--- config.mk ---
export PLATFORM = sky130hd
export DESIGN_NAME = char_lcd_text_writer
export DESIGN_NICKNAME = d
export VERILOG_FILES = /design/src/rtl/core/clcd_pkg.sv /design/src/rtl/core/char_lcd_text_writer.sv
export SDC_FILE = /design/constraint.sdc
export NUM_CORES = 1
export LEC_CHECK = 0
export BUFFER_PORTS_ARGS = -buffer_cell sky130_fd_sc_hd__clkbuf_2
export CORE_AREA = 8 8 158 160
export DETAILED_ROUTE_END_ITERATION = 6
export DIE_AREA = 0 0 166 168
export PLACE_DENSITY = 0.71
export SETUP_SLACK_MARGIN = 0.5
export SYNTH_ARGS = -nofsm -noshare
export SYNTH_HDL_FRONTEND = slang
export SYNTH_SLANG_ARGS = --single-unit
--- constraint.sdc ---
create_clock -name clk -period 10.3 [get_ports clk]
set_input_delay 1.545 -clock clk [delete_from_list [all_inputs] [get_ports clk]]
set_output_delay 1.545 -clock clk [all_outputs]
set_load 0.1 [all_outputs]
--- src/rtl/core/clcd_pkg.sv ---
// clcd_pkg: shared types, command codes and byte tables for the character lcd writer
// no dependencies; imported by char_lcd_text_writer and tb_top

package clcd_pkg;

    // command codes carried on the input tuser
    typedef enum logic [3:0] {
        CMD_INIT      = 4'd0,
        CMD_LOCATE    = 4'd1,
        CMD_CHAR      = 4'd2,
        CMD_HEX_BYTE  = 4'd3,
        CMD_HEX_WORD  = 4'd4,
        CMD_DECIMAL   = 4'd5,
        CMD_CUR_SHOW  = 4'd6,
        CMD_CUR_SHIFT = 4'd7,
        CMD_CLEAR_ROW = 4'd8
    } cmd_t;

    // sequencer states
    typedef enum logic [2:0] {
        ST_IDLE,
        ST_INIT_RAW,
        ST_PREP,
        ST_DIV,
        ST_DIGIT,
        ST_SEND_HI,
        ST_SEND_LO
    } state_t;

    // instruction and data bytes
    localparam logic [7:0] LCD_FUNC_SET    = 8'h28;
    localparam logic [7:0] LCD_CLEAR       = 8'h01;
    localparam logic [7:0] LCD_DISP_CURSOR = 8'h0F;
    localparam logic [7:0] LCD_DISP_PLAIN  = 8'h0C;
    localparam logic [7:0] LCD_SHIFT_RIGHT = 8'h14;
    localparam logic [7:0] LCD_SHIFT_LEFT  = 8'h10;
    localparam logic [7:0] LCD_SPACE       = 8'h20;
    localparam logic [7:0] ASCII_ZERO      = 8'h30;
    localparam logic [7:0] ASCII_NINE      = 8'h39;
    localparam logic [7:0] HEX_ALPHA_GAP   = 8'h07;

    // raw wake-up nibbles of the 4-bit init sequence
    localparam logic [3:0] INIT_NIB      = 4'h3;
    localparam logic [3:0] INIT_NIB_LAST = 4'h2;
    localparam logic [1:0] INIT_RAW_LAST = 2'd3;
    localparam logic [1:0] INIT_BYTE_LAST = 2'd2;

    // register select codes
    localparam logic RS_INSTR = 1'b0;
    localparam logic RS_DATA  = 1'b1;

    // ddram start address of each row
    function automatic logic [7:0] row_start(input logic [1:0] row);
        logic [7:0] addr;
        unique case (row)
            2'd0:    addr = 8'h80;
            2'd1:    addr = 8'hC0;
            2'd2:    addr = 8'h90;
            default: addr = 8'hD0;
        endcase
        return addr;
    endfunction

    // digit to character, 8-bit wrap as on the display side
    function automatic logic [7:0] hex_char(input logic [7:0] d);
        logic [7:0] c;
        c = d + ASCII_ZERO;
        if (c > ASCII_NINE)
            c = c + HEX_ALPHA_GAP;
        return c;
    endfunction

    // decimal place weight 10^(k-1) modulo 2^16
    function automatic logic [15:0] dec_divisor(input logic [2:0] k);
        logic [15:0] d;
        unique case (k)
            3'd2:    d = 16'd10;
            3'd3:    d = 16'd100;
            3'd4:    d = 16'd1000;
            3'd5:    d = 16'd10000;
            3'd6:    d = 16'd34464;
            3'd7:    d = 16'd16960;
            default: d = 16'd1;
        endcase
        return d;
    endfunction

endpackage

--- src/rtl/core/char_lcd_text_writer.sv ---
// a taken item with bytes to send goes to ST_PREP (through ST_INIT_RAW for init), which picks each byte, then
// ST_SEND_HI and ST_SEND_LO queue its nibbles; each decimal digit first runs the divider in ST_DIV
// and is shaped in ST_DIGIT; one item at a time, ready again the cycle after the last nibble is queued;
// a decimal's digits come from the one-bit-per-cycle shared divider
// reset: asynchronous, active low; sequencer idle, output empty, cursor shown (0x0F)
// char_lcd_text_writer: command to 4-bit lcd nibble stream, depends on clcd_pkg

module char_lcd_text_writer
    import clcd_pkg::*;
#(
    parameter int ROW_CHARS = 16
)
(
    input  logic        clk,
    input  logic        rst_n,
    input  logic        s_axis_tvalid,
    output logic        s_axis_tready,
    // with_locate[0], column[6:1], row[8:7], value[24:9], digit_count[27:25],
    // show_leading_zeros[28], switch_on[29], zero pad[31:30]
    input  logic [31:0] s_axis_tdata,
    // command[3:0]
    input  logic [3:0]  s_axis_tuser,
    output logic        m_axis_tvalid,
    input  logic        m_axis_tready,
    // bus_nibble[3:0], zero pad[7:4]
    output logic [7:0]  m_axis_tdata,
    // register_select[0]
    output logic        m_axis_tuser,
    output logic        m_axis_tlast
);

    localparam int CNT_RAW = $clog2(ROW_CHARS + 1);
    localparam int CNT_W   = (CNT_RAW > 2) ? CNT_RAW : 2;
    localparam logic [CNT_W-1:0] FILL_LAST = CNT_W'(ROW_CHARS - 1);

    // input field unpack
    logic        in_loc;
    logic [5:0]  in_col;
    logic [1:0]  in_row;
    logic [15:0] in_val;
    logic [2:0]  in_digits;
    logic        in_lead;
    logic        in_sw;
    cmd_t        in_cmd;
    logic        in_acc;

    assign in_loc    = s_axis_tdata[0];
    assign in_col    = s_axis_tdata[6:1];
    assign in_row    = s_axis_tdata[8:7];
    assign in_val    = s_axis_tdata[24:9];
    assign in_digits = s_axis_tdata[27:25];
    assign in_lead   = s_axis_tdata[28];
    assign in_sw     = s_axis_tdata[29];
    assign in_cmd    = cmd_t'(s_axis_tuser);
    assign in_acc    = s_axis_tvalid && s_axis_tready;

    // control registers
    state_t state_reg, state_next;
    logic   out_valid_reg, out_valid_next;
    logic   cursor_shown_reg, cursor_shown_next;

    // payload registers
    cmd_t             cmd_reg, cmd_next;
    logic             loc_phase_reg, loc_phase_next;
    logic [5:0]       col_reg, col_next;
    logic [1:0]       row_reg, row_next;
    logic [15:0]      val_reg, val_next;
    logic [2:0]       k_reg, k_next;
    logic             shown_reg, shown_next;
    logic             sw_reg, sw_next;
    logic [CNT_W-1:0] cnt_reg, cnt_next;
    logic [7:0]       byte_reg, byte_next;
    logic             byte_rs_reg, byte_rs_next;
    logic             byte_last_reg, byte_last_next;
    logic [15:0]      rem_reg, rem_next;
    logic [15:0]      div_reg, div_next;
    logic [15:0]      quo_reg, quo_next;
    logic [15:0]      part_reg, part_next;
    logic [3:0]       bit_cnt_reg, bit_cnt_next;
    logic [3:0]       out_nib_reg, out_nib_next;
    logic             out_rs_reg, out_rs_next;
    logic             out_last_reg, out_last_next;

    // shared divider datapath and digit shaping
    logic        out_free;
    logic [16:0] trial_w;
    logic [16:0] diff_w;
    logic [23:0] prod_w;
    logic        blank_w;

    assign out_free = !out_valid_reg || m_axis_tready;
    assign trial_w  = {part_reg, quo_reg[15]};
    assign diff_w   = trial_w - {1'b0, div_reg};
    assign prod_w   = {16'b0, quo_reg[7:0]} * {8'b0, div_reg};
    assign blank_w  = !shown_reg && (quo_reg[7:0] == 8'd0) && (k_reg != 3'd1);

    assign s_axis_tready = (state_reg == ST_IDLE);
    assign m_axis_tvalid = out_valid_reg;
    assign m_axis_tdata  = {4'b0, out_nib_reg};
    assign m_axis_tuser  = out_rs_reg;
    assign m_axis_tlast  = out_last_reg;

    // sequencer: next state and datapath control
    always_comb
    begin
        state_next        = state_reg;
        cursor_shown_next = cursor_shown_reg;
        cmd_next          = cmd_reg;
        loc_phase_next    = loc_phase_reg;
        col_next          = col_reg;
        row_next          = row_reg;
        val_next          = val_reg;
        k_next            = k_reg;
        shown_next        = shown_reg;
        sw_next           = sw_reg;
        cnt_next          = cnt_reg;
        byte_next         = byte_reg;
        byte_rs_next      = byte_rs_reg;
        byte_last_next    = byte_last_reg;
        rem_next          = rem_reg;
        div_next          = div_reg;
        quo_next          = quo_reg;
        part_next         = part_reg;
        bit_cnt_next      = bit_cnt_reg;
        out_nib_next      = out_nib_reg;
        out_rs_next       = out_rs_reg;
        out_last_next     = out_last_reg;
        out_valid_next    = out_valid_reg && !m_axis_tready;

        unique case (state_reg)
            ST_IDLE:
            begin
                if (in_acc)
                begin
                    cmd_next       = in_cmd;
                    col_next       = (in_cmd == CMD_CLEAR_ROW) ? 6'd0 : in_col;
                    row_next       = in_row;
                    val_next       = in_val;
                    rem_next       = in_val;
                    k_next         = in_digits;
                    shown_next     = in_lead;
                    sw_next        = in_sw;
                    cnt_next       = '0;
                    loc_phase_next = (in_cmd == CMD_LOCATE) || (in_cmd == CMD_CLEAR_ROW)
                                     || (in_loc && ((in_cmd == CMD_CHAR)
                                     || (in_cmd == CMD_HEX_BYTE) || (in_cmd == CMD_HEX_WORD)
                                     || (in_cmd == CMD_DECIMAL)));
                    case (in_cmd)
                        CMD_INIT:
                        begin
                            cursor_shown_next = 1'b1;
                            state_next        = ST_INIT_RAW;
                        end
                        CMD_CUR_SHOW:
                        begin
                            cursor_shown_next = in_sw;
                            state_next        = ST_PREP;
                        end
                        CMD_LOCATE, CMD_CHAR, CMD_HEX_BYTE, CMD_HEX_WORD,
                        CMD_CUR_SHIFT, CMD_CLEAR_ROW:
                        begin
                            state_next = ST_PREP;
                        end
                        CMD_DECIMAL:
                        begin
                            // nothing to send without digits or locate
                            if (in_loc || (in_digits != 3'd0))
                                state_next = ST_PREP;
                        end
                        default:
                        begin
                            state_next = ST_IDLE;
                        end
                    endcase
                end
            end

            // raw wake-up nibbles before the byte-wide init
            ST_INIT_RAW:
            begin
                if (out_free)
                begin
                    out_valid_next = 1'b1;
                    out_nib_next   = (cnt_reg[1:0] == INIT_RAW_LAST) ? INIT_NIB_LAST : INIT_NIB;
                    out_rs_next    = RS_INSTR;
                    out_last_next  = 1'b0;
                    if (cnt_reg[1:0] == INIT_RAW_LAST)
                    begin
                        cnt_next   = '0;
                        state_next = ST_PREP;
                    end
                    else
                    begin
                        cnt_next = cnt_reg + 1'b1;
                    end
                end
            end

            // pick the next byte of the command
            ST_PREP:
            begin
                state_next     = ST_SEND_HI;
                byte_rs_next   = RS_DATA;
                byte_last_next = 1'b1;
                cnt_next       = cnt_reg + 1'b1;
                if (loc_phase_reg)
                begin
                    loc_phase_next = 1'b0;
                    cnt_next       = cnt_reg;
                    byte_next      = row_start(row_reg) + {2'b0, col_reg};
                    byte_rs_next   = RS_INSTR;
                    byte_last_next = (cmd_reg == CMD_LOCATE)
                                     || ((cmd_reg == CMD_DECIMAL) && (k_reg == 3'd0));
                end
                else
                begin
                    case (cmd_reg)
                        CMD_INIT:
                        begin
                            byte_rs_next   = RS_INSTR;
                            byte_last_next = (cnt_reg[1:0] == INIT_BYTE_LAST);
                            case (cnt_reg[1:0])
                                2'd0:    byte_next = LCD_FUNC_SET;
                                2'd1:    byte_next = cursor_shown_reg ? LCD_DISP_CURSOR
                                                                      : LCD_DISP_PLAIN;
                                default: byte_next = LCD_CLEAR;
                            endcase
                        end
                        CMD_CHAR:
                        begin
                            byte_next = val_reg[7:0];
                        end
                        CMD_HEX_BYTE:
                        begin
                            byte_last_next = cnt_reg[0];
                            byte_next      = hex_char({4'b0, cnt_reg[0] ? val_reg[3:0]
                                                                        : val_reg[7:4]});
                        end
                        CMD_HEX_WORD:
                        begin
                            byte_last_next = (cnt_reg[1:0] == 2'd3);
                            case (cnt_reg[1:0])
                                2'd0:    byte_next = hex_char({4'b0, val_reg[15:12]});
                                2'd1:    byte_next = hex_char({4'b0, val_reg[11:8]});
                                2'd2:    byte_next = hex_char({4'b0, val_reg[7:4]});
                                default: byte_next = hex_char({4'b0, val_reg[3:0]});
                            endcase
                        end
                        CMD_DECIMAL:
                        begin
                            // start the shared divider on this place weight
                            state_next   = ST_DIV;
                            cnt_next     = cnt_reg;
                            div_next     = dec_divisor(k_reg);
                            quo_next     = rem_reg;
                            part_next    = 16'd0;
                            bit_cnt_next = 4'd0;
                        end
                        CMD_CUR_SHOW:
                        begin
                            byte_rs_next = RS_INSTR;
                            byte_next    = cursor_shown_reg ? LCD_DISP_CURSOR : LCD_DISP_PLAIN;
                        end
                        CMD_CUR_SHIFT:
                        begin
                            byte_rs_next = RS_INSTR;
                            byte_next    = sw_reg ? LCD_SHIFT_RIGHT : LCD_SHIFT_LEFT;
                        end
                        CMD_CLEAR_ROW:
                        begin
                            byte_next      = LCD_SPACE;
                            byte_last_next = (cnt_reg == FILL_LAST);
                        end
                        default:
                        begin
                            state_next = ST_IDLE;
                        end
                    endcase
                end
            end

            // restoring division, one quotient bit per cycle
            ST_DIV:
            begin
                if (!diff_w[16])
                begin
                    part_next = diff_w[15:0];
                    quo_next  = {quo_reg[14:0], 1'b1};
                end
                else
                begin
                    part_next = trial_w[15:0];
                    quo_next  = {quo_reg[14:0], 1'b0};
                end
                bit_cnt_next = bit_cnt_reg + 1'b1;
                if (bit_cnt_reg == 4'd15)
                    state_next = ST_DIGIT;
            end

            // turn the 8-bit quotient into a digit or a blank
            ST_DIGIT:
            begin
                byte_next      = blank_w ? LCD_SPACE : hex_char(quo_reg[7:0]);
                byte_rs_next   = RS_DATA;
                byte_last_next = (k_reg == 3'd1);
                shown_next     = shown_reg || !blank_w;
                rem_next       = rem_reg - prod_w[15:0];
                k_next         = k_reg - 1'b1;
                state_next     = ST_SEND_HI;
            end

            ST_SEND_HI:
            begin
                if (out_free)
                begin
                    out_valid_next = 1'b1;
                    out_nib_next   = byte_reg[7:4];
                    out_rs_next    = byte_rs_reg;
                    out_last_next  = 1'b0;
                    state_next     = ST_SEND_LO;
                end
            end

            ST_SEND_LO:
            begin
                if (out_free)
                begin
                    out_valid_next = 1'b1;
                    out_nib_next   = byte_reg[3:0];
                    out_rs_next    = byte_rs_reg;
                    out_last_next  = byte_last_reg;
                    state_next     = byte_last_reg ? ST_IDLE : ST_PREP;
                end
            end

            default:
            begin
                state_next = ST_IDLE;
            end
        endcase
    end

    // control state
    always_ff @(posedge clk or negedge rst_n)
    begin
        if (!rst_n)
        begin
            state_reg        <= ST_IDLE;
            out_valid_reg    <= 1'b0;
            cursor_shown_reg <= 1'b1;
        end
        else
        begin
            state_reg        <= state_next;
            out_valid_reg    <= out_valid_next;
            cursor_shown_reg <= cursor_shown_next;
        end
    end

    // payload and datapath
    always_ff @(posedge clk)
    begin
        cmd_reg       <= cmd_next;
        loc_phase_reg <= loc_phase_next;
        col_reg       <= col_next;
        row_reg       <= row_next;
        val_reg       <= val_next;
        k_reg         <= k_next;
        shown_reg     <= shown_next;
        sw_reg        <= sw_next;
        cnt_reg       <= cnt_next;
        byte_reg      <= byte_next;
        byte_rs_reg   <= byte_rs_next;
        byte_last_reg <= byte_last_next;
        rem_reg       <= rem_next;
        div_reg       <= div_next;
        quo_reg       <= quo_next;
        part_reg      <= part_next;
        bit_cnt_reg   <= bit_cnt_next;
        out_nib_reg   <= out_nib_next;
        out_rs_reg    <= out_rs_next;
        out_last_reg  <= out_last_next;
    end

`ifndef SYNTH
    // divider never runs on a zero weight
    a_div_nonzero: assert property (@(posedge clk) disable iff (!rst_n)
        (state_reg == ST_DIV) |-> (div_reg != 16'd0))
        else $error("divider started with zero weight");

    // partial remainder stays below the weight once the quotient is done
    a_part_bound: assert property (@(posedge clk) disable iff (!rst_n)
        (state_reg == ST_DIGIT) |-> (part_reg < div_reg))
        else $error("partial remainder out of range");

    // a digit is only formed while digits remain
    a_digit_count: assert property (@(posedge clk) disable iff (!rst_n)
        (state_reg == ST_DIGIT) |-> (k_reg != 3'd0))
        else $error("digit formed with no digits left");

    // cursor visibility only moves when an item is taken
    a_cursor_hold: assert property (@(posedge clk) disable iff (!rst_n)
        !$stable(cursor_shown_reg) |-> $past(in_acc))
        else $error("cursor state changed without an item");
`endif

endmodule

==> metrics.txt, run 1 <==
Post-DP HPWL 20300 um; nets@finish 1408; Max Cap Violations 0; hold endpoint quo_reg[12]$_DFFE_PP_; Via Count 8652; Seq/Total Area, Yosys 0.336; placed cells 1485; hold_buf cts 0; CP max FO 11; Relative slew margins 0.217; CTS tree built; Tcrit/Tclk final 0.510; register bit count reported by yosys 125; Global Route Usage Sum 0.198; clock skew 0.0103 ns; Yosys warnings 0; most frequent cells in the layout nand2_1, inv_1, edfxtp_1; largest net degree at the start of global routing 51; I/O Buffers 45; Critical Path, Cell by Cell clkinv_1, nor2_1, fa_1, inv_1, fa_1, fa_1, inv_1, fa_1, inv_1, ha_1, a211o_1, a211o_1, o21ai_0, o21ai_0, xnor2_1, o21ai_0; initial antenna violation count 0; IO Pins 52; Worst Path Arrival 5.42 ns; Synth area leaders edfxtp_1, fa_1, ha_1; Placed Area 11500 sq um; Die Span Y 168 um; Setup crit end kind register; H-tree depth 4; DR DRC count 0; reg-to-reg slack, setup 5.04 ns; syn_area_per_cell 9.24 sq um; RD Place Congestion 0.919; CP peak stage delay 0.53 ns; CTS sink cnt 125; clk root buf clkbuf_16; clk_lat worst skew 0.43 ns; fmax 190 MHz; clock buffer depth 2; post_cts resized 0; Final Non-Filler Cells 1517; Startpoint Class register; Die W 166 um; EDFF count, synth 120; CORE AREA 22400 sq um; Antenna Nets Post-Route 0; drt pass-1 iters 5; reg2reg start quo_reg[1]$_DFFE_PP_; slowest CP cell edfxtp_1; final WL 27100 um; r2r endpoint rem_reg[15]$_DFFE_PP_; area leader, netlist edfxtp_1; starting density of the core 0.496; Min-Delay Path Class register to register; synthesized instance count 1201; status complete, no violations; asr flop ratio synth 0.0400; Hold Path Depth 2; count of cell types in the netlist 72; number of antenna diodes 0; Slew Limit Fails 0; Setup Buffers After CTS 0; Fin. Hold Viols 0; Worst-Margin Slew 1.17 ns; worst endpoint required time 10.46 ns; Rows 55; setup TNS 0 ns; endpoints failing setup 0; post-route cell area 12100 sq um; RSZ-0062 raised after global routing no; number of fillers in the final layout 1954; DR WL/cell 17.9 um; Hold Startpoint quo_reg[11]$_DFFE_PP_; Reg2Reg Depth 16; most common cell after layout, fill and taps aside nand2_1; Die ar. 27900 sq um; most used cell, CP fa_1; critical setup path kind register to register; global-route wire length before repair 43900 um; synthesized area 11100 sq um; grt total ovfl 0; Synth Flop Type edfxtp_1; P&R area growth vs syn 9.25%; drt via density 5.70; Num CTS Buffers 17; post-synth top area share 0.325; Worst-path clk slew 0.06 ns; min Tclk post-route 5.26 ns; drt initial violations 545; layout cell share with drive strength beyond 1 0.0877; vias in the first global route 8397
[per-layer routing]
| layer | vias to the layer above | share of wire | GRT usage |
|---|---|---|---|
| met4 | 0 | 0.024 | 0.0688 |
| met2 | 304 | 0.46 | 0.307 |
| li1 | 4150 | - | - |
| met5 | - | 0 | 0 |
| met3 | 48 | 0.070 | 0.0477 |
| met1 | 4150 | 0.45 | 0.266 |
[layout make-up]
cell class | instances | area (sq um) | area share
Sequential cell | 125 | 3730 | 0.308
Inverter | 152 | 571 | 0.0470
Multi-Input combinational cell | 873 | 6590 | 0.543
Clock inverter | 13 | 179 | 0.0148
Timing Repair Buffer | 50 | 263 | 0.0217
Clock buffer | 19 | 443 | 0.0365
Tap cell | 285 | 357 | 0.0294
[cells by family (layout without fill, tap and decap cells)]
family | count (synthesis) | in the layout | synth area share
multiplexers | 21 | 21 | 0.0191
flip-flops | 125 | 125 | 0.336
buffers and inverters | 206 | 234 | 0.0730
AO/OA/AOI/OAI | 254 | 254 | 0.152
XOR/XNOR | 54 | 54 | 0.0426
adder cells (fa/ha/maj) | 149 | 149 | 0.213
other | 1 | 4 | 0.000338
AND/OR/NAND/NOR | 391 | 391 | 0.164
[metrics by stage]
stage | hold slack (ns) | utilization | worst slack [ns]
2_1_floorplan | 0.484 | - | 5.55
3_3_place_gp | 0.493 | 0.514 | 5.03
3_5_place_dp | 0.507 | 0.514 | 5.04
4_1_cts | 0.520 | 0.542 | 5.01
5_1_grt | 0.534 | 0.542 | 4.74
6_report | 0.515 | 0.542 | 5.04
[synthesized netlist by cell type (4+ instances only)]
cell,n
a211oi_1,11
a21o_1,9
a21oi_1,55
a221o_1,4
a221oi_1,4
a22oi_1,4
a311oi_1,4
a31oi_1,7
a32oi_1,4
and2_1,30
and3_1,4
buf_4,4
clkbuf_1,45
dfrtp_1,4
edfxtp_1,120
fa_1,67
ha_1,82
inv_1,148
mux2i_1,20
nand2_1,153
nand2b_1,14
nand3_1,14
nand3b_1,8
nand4_1,7
nor2_1,98
nor2b_1,20
nor3_1,15
nor3b_1,4
nor4_1,4
o211ai_1,13
o21a_1,10
o21ai_0,74
o21bai_1,4
o22ai_1,10
o311ai_0,4
o31ai_1,5
or2_2,5
or3_1,8
xnor2_1,35
xor2_1,19
[worst max-delay path by stage]
stage / start / endpoint / slack, ns / depth (start not counted)
4_1_cts: quo_reg[1]$_DFFE_PP_ / rem_reg[15]$_DFFE_PP_ / 5.01 / 16
2_1_floorplan: quo_reg[6]$_DFFE_PP_ / rem_reg[15]$_DFFE_PP_ / 5.55 / 16
5_1_grt: quo_reg[1]$_DFFE_PP_ / rem_reg[15]$_DFFE_PP_ / 4.74 / 16
6_report: quo_reg[1]$_DFFE_PP_ / rem_reg[15]$_DFFE_PP_ / 5.04 / 16
3_3_place_gp: quo_reg[1]$_DFFE_PP_ / rem_reg[15]$_DFFE_PP_ / 5.03 / 16
3_5_place_dp: quo_reg[1]$_DFFE_PP_ / rem_reg[15]$_DFFE_PP_ / 5.04 / 16
[worst max-delay path, delay by kind of cell (launching register included)]
kind / cells / cell delay (ns)
buffers and inverters: 4 / 0.58
and+or+nand+nor: 1 / 0.26
xor gates and xnor gates: 1 / 0.15
AOI/OAI and AO/OA: 5 / 1.23
DFF: 1 / 0.53
adders and majority gates: 5 / 2.23
Power of run 1 is left out: the tool's default activity adds up to more than one toggle a clock period on the data nets, which glitch-free logic cannot reach.
==> run 2: changes to the inputs <==
--- a/config.mk
+++ b/config.mk
@@ -5,11 +5,12 @@
 export SDC_FILE = /design/constraint.sdc
 export NUM_CORES = 1
 export LEC_CHECK = 0
+export ABC_AREA = 1
 export BUFFER_PORTS_ARGS = -buffer_cell sky130_fd_sc_hd__clkbuf_2
-export CORE_AREA = 8 8 158 160
+export CORE_AREA = 8 8 160 162
 export DETAILED_ROUTE_END_ITERATION = 6
-export DIE_AREA = 0 0 166 168
-export PLACE_DENSITY = 0.71
+export DIE_AREA = 0 0 168 170
+export PLACE_DENSITY = 0.7
 export SETUP_SLACK_MARGIN = 0.5
 export SYNTH_ARGS = -nofsm -noshare
 export SYNTH_HDL_FRONTEND = slang
==> constraint.sdc (replaced) <==
create_clock -name clk -period 5.2 [get_ports clk]
set_input_delay 0.78 -clock clk [delete_from_list [all_inputs] [get_ports clk]]
set_output_delay 0.78 -clock clk [all_outputs]
set_load 0.1 [all_outputs]
==> run 2 against run 1 <==
Core utilization is 1.0 points higher; clock-buffer cell count is 2 lower; synthesized cell count is 21% higher; global-route usage is 0.71 points higher; sequential cell count stayed put; first-iteration DRC count is 34% higher; cell count is 20% higher; fmax is 15% higher; cell area is 5.0% higher; setup slack worse by 4.4 ns.
==> metrics.txt, run 2 <==
drt via density 5.26 (was 5.70); Rows 56 (was 55); synthesized area 11400 sq um (was 11100 sq um); Die W 168 um (was 166 um); RD Place Congestion 0.904 (was 0.919); Worst Setup EP rem_reg[8]$_DFFE_PP_ (was rem_reg[15]$_DFFE_PP_); clock buffer depth 2 (unchanged); post-route setup slack 0.623 ns (was 5.04 ns); Relative slew margins 0.233 (was 0.217); status complete, no violations (unchanged); largest net degree at the start of global routing 39 (was 51); drt pass-1 iters 5 (unchanged); number of antenna diodes 0 (unchanged); Startpoint Class register (unchanged); Num CTS Buffers 17 (unchanged); reg2reg start div_reg[5]$_DFFE_PP_ (was quo_reg[1]$_DFFE_PP_); hold_buf cts 0 (unchanged); post-synth top area share 0.317 (was 0.325); clk_lat worst skew 0.43 ns (about the same); min Tclk post-route 4.58 ns (was 5.26 ns); global-route wire length before repair 46400 um (was 43900 um); final WL 28700 um (was 27100 um); Worst-path clk slew 0.07 ns (was 0.06 ns); Synth top cells by count nand2_1, inv_1, edfxtp_1 (unchanged); fmax 218 MHz (was 190 MHz); P&R area growth vs syn 12.1% (was 9.25%); Die ar. 28600 sq um (was 27900 sq um); crit path from div_reg[5]$_DFFE_PP_ (was quo_reg[1]$_DFFE_PP_); endpoints failing setup 0 (unchanged); Yosys warnings 0 (unchanged); count of cell types in the netlist 45 (was 72); Seq/Total Area, Yosys 0.328 (was 0.336); Worst-Margin Slew 1.15 ns (was 1.17 ns); clock skew 0.0104 ns (was 0.0103 ns); most common cell after layout, fill and taps aside nand2_1 (unchanged); Synth Flop Type edfxtp_1 (unchanged); Max Cap Violations 0 (unchanged); DR DRC count 0 (unchanged); vias in the first global route 9264 (was 8397); Setup crit end kind register (unchanged); Antenna Nets Post-Route 0 (unchanged); layout cell share with drive strength beyond 1 0.108 (was 0.0877); starting density of the core 0.493 (was 0.496); CTS tree built (unchanged); Die Span Y 170 um (was 168 um); I/O Buffers 45 (unchanged); Min-Delay Path Class input pin to async pin (was register to register); EDFF count, synth 120 (unchanged); most frequent cells in the layout nand2_1, inv_1, edfxtp_1 (unchanged); CTS sink cnt 125 (unchanged); DR WL/cell 15.8 um (was 17.9 um); Worst Path Arrival 4.85 ns (was 5.42 ns); Tcrit/Tclk final 0.880 (was 0.510); Slew Limit Fails 0 (unchanged); drt initial violations 730 (was 545); area leader, netlist edfxtp_1 (unchanged); CP max FO 6 (was 11); clk root buf clkbuf_16 (unchanged); r2r endpoint rem_reg[8]$_DFFE_PP_ (was rem_reg[15]$_DFFE_PP_); top-count cell post-synth nand2_1 (unchanged); synthesized instance count 1454 (was 1201); Post-DP HPWL 21400 um (was 20300 um); H-tree depth 4 (unchanged); setup TNS 0 ns (unchanged); Global Route Usage Sum 0.205 (was 0.198); CORE AREA 23100 sq um (was 22400 sq um); grt total ovfl 0 (unchanged); asr flop ratio synth 0.0400 (unchanged); critical setup path kind register to register (unchanged); nets@finish 1709 (was 1408); Reg2Reg Depth 17 (was 16); register bit count reported by yosys 125 (unchanged); Fin. Hold Viols 0 (unchanged); syn_area_per_cell 7.81 sq um (was 9.24 sq um); reg-to-reg slack, setup 0.62 ns (was 5.04 ns); RSZ-0062 raised after global routing yes (was no); Synth area leaders edfxtp_1, nand2_1, fa_1 (was edfxtp_1, fa_1, ha_1); initial antenna violation count 0 (unchanged); Worst Setup Slack post-DPL 0.421 ns (was 5.04 ns); Via Count 9589 (was 8652); number of fillers in the final layout 2090 (was 1954); IO Pins 52 (unchanged); worst endpoint required time 5.47 ns (was 10.46 ns)
-- run 2: cell count changes after synthesis, moves of 14 or more --
cell,previous run,this run
nand2_1,153,371
nand3_1,14,76
nor2b_1,20,0
mux2i_1,20,0
xnor2_1,35,13
nor2_1,98,114
nand2b_1,14,0
and2_1,30,0
inv_1,148,293
-- run 2: through the flow --
stage               utilization  cell area [sq um]  hold slack, ns  cells
finish                    0.552              12700           0.159   1823
global route              0.552              12700           0.165   1823
CTS                       0.543              12500           0.157   1800
detailed placement        0.513              11800           0.511   1755
global placement          0.513              11800           0.503   1755
floorplan                     -              11400           0.484   1457
-- run 2: area by class of cell --
type,instances,area (sq um),area share
Timing Repair Buffer,89,556,0.0436
Inverter,294,1100,0.0866
Sequential cell,125,3730,0.293
Multi-Input combinational cell,993,6380,0.501
Clock buffer,17,425,0.0334
Clock inverter,15,174,0.0137
Tap cell,290,363,0.0285
-- run 2: worst min-delay path by stage --
stage | startpoint | endpoint | slack [ns] | depth (start not counted)
final | rst_n | state_reg[0]$_DFFE_PN0P_ | 0.16 | 1
after global routing | rst_n | state_reg[0]$_DFFE_PN0P_ | 0.16 | 1
after detailed placement | quo_reg[11]$_DFFE_PP_ | quo_reg[12]$_DFFE_PP_ | 0.51 | 2
after global placement | quo_reg[11]$_DFFE_PP_ | quo_reg[12]$_DFFE_PP_ | 0.50 | 2
after floorplan | rst_n | m_axis_tvalid$_DFF_PN0_ | 0.48 | 0
after CTS | rst_n | state_reg[0]$_DFFE_PN0P_ | 0.16 | 1
-- run 2: cell families (layout without fill, tap and decap cells) --
group           after synthesis  count (layout)  synth area share
compound gates              181             181            0.0886
xor+xnor                     39              39            0.0301
fa+ha+maj                   149             149             0.208
buf+inv                     339             415             0.116
flops                       125             125             0.328
other cells                   1               4          0.000330
simple gates                620             620             0.229
-- run 2: repair_timing --
item	CTS	global route
pin swaps	0	4
resized for setup	0	10
setup buffers	13	23
hold endpoints to repair	0	0
endpoints found under the setup margin	1	9
-- run 2: per-layer routing --
| layer | vias to the layer above | global-route usage | part of all wire |
|---|---|---|---|
| li1 | 4715 | - | - |
| met2 | 326 | 0.331 | 0.46 |
| met3 | 49 | 0.0327 | 0.064 |
| met4 | 0 | 0.0664 | 0.023 |
| met5 | - | 0 | 0 |
| met1 | 4499 | 0.277 | 0.45 |
-- run 2: critical path, stage by stage (launching register included) --
cell	delay [ns]
edfxtp_1	0.51
buf_4	0.21
nand2_1	0.06
inv_1	0.05
fa_1	0.49
inv_1	0.05
fa_1	0.48
fa_1	0.53
inv_1	0.07
fa_1	0.55
inv_1	0.08
ha_4	0.30
nand2_1	0.09
o21ai_0	0.26
a21oi_1	0.10
buf_4	0.17
or2_2	0.26
a31oi_1	0.15
Power of run 2 is left out for the same reason.
==> run 3: changes to the inputs <==
--- a/config.mk
+++ b/config.mk
@@ -10,6 +10,7 @@
 export CORE_AREA = 8 8 160 162
 export DETAILED_ROUTE_END_ITERATION = 6
 export DIE_AREA = 0 0 168 170
+export GPL_TIMING_DRIVEN = 1
 export PLACE_DENSITY = 0.7
 export SETUP_SLACK_MARGIN = 0.5
 export SYNTH_ARGS = -nofsm -noshare
==> constraint.sdc (replaced) <==
create_clock -name clk -period 5.5 [get_ports clk]
set_input_delay 0.825 -clock clk [delete_from_list [all_inputs] [get_ports clk]]
set_output_delay 0.825 -clock clk [all_outputs]
set_load 0.1 [all_outputs]
==> run 3 against run 2 <==
Sequential share of layout area rose by 0.38 points; register-to-register slack improved by 0.15 ns; global-route usage fell by 0.34 points; core utilization fell by 0.70 points; cell area fell by 1.3%; clock skew barely moved; die area did not move; setup slack improved by 0.15 ns; wire length fell by 2.4%; fmax fell by 3.1%; worst hold slack improved by 0.055 ns; clock-buffer cell count rose by 2.
==> metrics.txt, run 3 (synthesis gave the netlist of run 2 again) <==
fin util 0.545 (was 0.552); most frequent cells in the layout nand2_1, inv_1, edfxtp_1 (unchanged); worst endpoint required time 5.66 ns (was 5.47 ns); Buf+Inv Stages, Crit Path 5 (was 6); Tcrit/Tclk final 0.859 (was 0.880); fmax 212 MHz (was 218 MHz); hold_buf cts 0 (unchanged); slowest CP cell edfxtp_1 (was fa_1); Slew Limit Fails 0 (unchanged); reg2reg start div_reg[3]$_DFFE_PP_ (was div_reg[5]$_DFFE_PP_); clk_lat worst skew 0.42 ns (was 0.43 ns); Min-Delay Path Class input pin to async pin (unchanged); endpoints failing setup 0 (unchanged); Worst-Margin Slew 1.12 ns (was 1.15 ns); Antenna Nets Post-Route 0 (unchanged); clk root buf clkbuf_16 (unchanged); number of antenna diodes 0 (unchanged); nets@finish 1693 (was 1709); most used cell, CP inv_1; Fin. Hold Viols 0 (unchanged); RSZ-0062 raised after global routing no (was yes); CP peak stage delay 0.58 ns (was 0.55 ns); I/O Buffers 45 (unchanged); drt initial violations 603 (was 730); layout cell share with drive strength beyond 1 0.0929 (was 0.108); most common cell after layout, fill and taps aside nand2_1 (unchanged); Crit path max-delay family adder cells (unchanged); DR WL/cell 15.5 um (was 15.8 um); grt total ovfl 0 (unchanged); clock skew 0.0107 ns (was 0.0104 ns); drt pass-1 iters 6 (was 5); Max Cap Violations 0 (unchanged); crit path from div_reg[3]$_DFFE_PP_ (was div_reg[5]$_DFFE_PP_); CORE AREA 23100 sq um (unchanged); Num CTS Buffers 17 (unchanged); setup TNS 0 ns (unchanged); Global Route Usage Sum 0.201 (was 0.205); Worst Path Arrival 4.89 ns (was 4.85 ns); global-route wire length before repair 45700 um (was 46400 um); Critical Path, Cell by Cell nand2_1, inv_1, fa_1, inv_1, fa_1, fa_1, inv_1, fa_1, inv_1, ha_1, nand2_1, nand2_1, inv_1, o21ai_0, a21oi_1, o21bai_1, or2_2, nand3_1, nand2_1 (was buf_4, nand2_1, inv_1, fa_1, inv_1, fa_1, fa_1, inv_1, fa_1, inv_1, ha_4, nand2_1, o21ai_0, a21oi_1, buf_4, or2_2, a31oi_1); Worst-path clk slew 0.06 ns (was 0.07 ns); final WL 28000 um (was 28700 um); Relative slew margins 0.250 (was 0.233); vias in the first global route 9220 (was 9264); initial antenna violation count 0 (unchanged); drt via density 5.24 (was 5.26); status complete, no violations (unchanged); IO Pins 52 (unchanged); critical setup path kind register to register (unchanged); DR DRC count 0 (unchanged); clock buffer depth 2 (unchanged); min Tclk post-route 4.72 ns (was 4.58 ns); Setup crit end kind register (unchanged); H-tree depth 4 (unchanged); Die W 168 um (unchanged); Die Span Y 170 um (unchanged); P&R area growth vs syn 10.7% (was 12.1%); CTS sink cnt 125 (unchanged); CP max FO 9 (was 6); Via Count 9471 (was 9589); Die ar. 28600 sq um (unchanged); largest net degree at the start of global routing 39 (unchanged); RD Place Congestion 0.907 (was 0.904); Post-DP HPWL 21300 um (was 21400 um); CTS tree built (unchanged); Rows 56 (unchanged); Startpoint Class register (unchanged); starting density of the core 0.493 (unchanged)
run 3: changes by cell type in the layout (fill, tap and decap cells not counted), sizes merged:
cell,before,now
clkbuf,62,64
inv,302,300
buf,44,28
clkinv,3,4
clkinvlp,2,1
run 3: per-stage QoR:
stage / instances / hold WS [ns] / area [sq um] / setup WS, ns
2_1_floorplan: 1457 / 0.495 / 11400 / 1.05
3_3_place_gp: 1753 / 0.500 / 11800 / 0.750
3_5_place_dp: 1753 / 0.515 / 11800 / 0.719
4_1_cts: 1785 / 0.206 / 12400 / 0.710
5_1_grt: 1807 / 0.217 / 12600 / 0.520
6_report: 1807 / 0.214 / 12600 / 0.777
run 3: final timing paths:
kind / to / slack (ns) / depth (start not counted)
max: rem_reg[10]$_DFFE_PP_ / 0.78 / 19
min: m_axis_tvalid$_DFF_PN0_ / 0.21 / 1
max reg2reg: rem_reg[10]$_DFFE_PP_ / 0.78 / 19
min reg2reg: quo_reg[12]$_DFFE_PP_ / 0.53 / 2
max in group asynchronous: cursor_shown_reg$_DFFE_PN1P_ / 5.06 / 1
min in group clk: quo_reg[12]$_DFFE_PP_ / 0.53 / 2
run 3: worst register-to-register path: cells and delay by family (launching register included):
family / cells / cell delay, ns
simple gates: 6 / 0.72
compound gates: 3 / 0.42
buf+inv: 5 / 0.28
flops: 1 / 0.58
fa+ha+maj: 5 / 2.47
run 3: routing by layer:
layer / GRT usage / wire length [um] / up-vias
li1: - / - / 4688
met1: 0.269 / 12700 / 4459
met2: 0.336 / 13100 / 293
met3: 0.0290 / 1810 / 31
met4: 0.0590 / 452 / 0
met5: 0 / 0 / -
run 3: final cells by class:
cell class | count | area (sq um)
clock inverter | 13 | 153
fill | 2095 | 10500
tap | 290 | 363
clock buffer | 19 | 453
sequential | 125 | 3730
multi-input combinational | 993 | 6340
timing repair buffer | 73 | 435
inverter | 294 | 1100
run 3: timing repair:
item                                    CTS  global route
resized for setup                         0             0
setup buffers                             0            22
endpoints found under the setup margin    0             2
Power of run 3 is left out for the same reason.
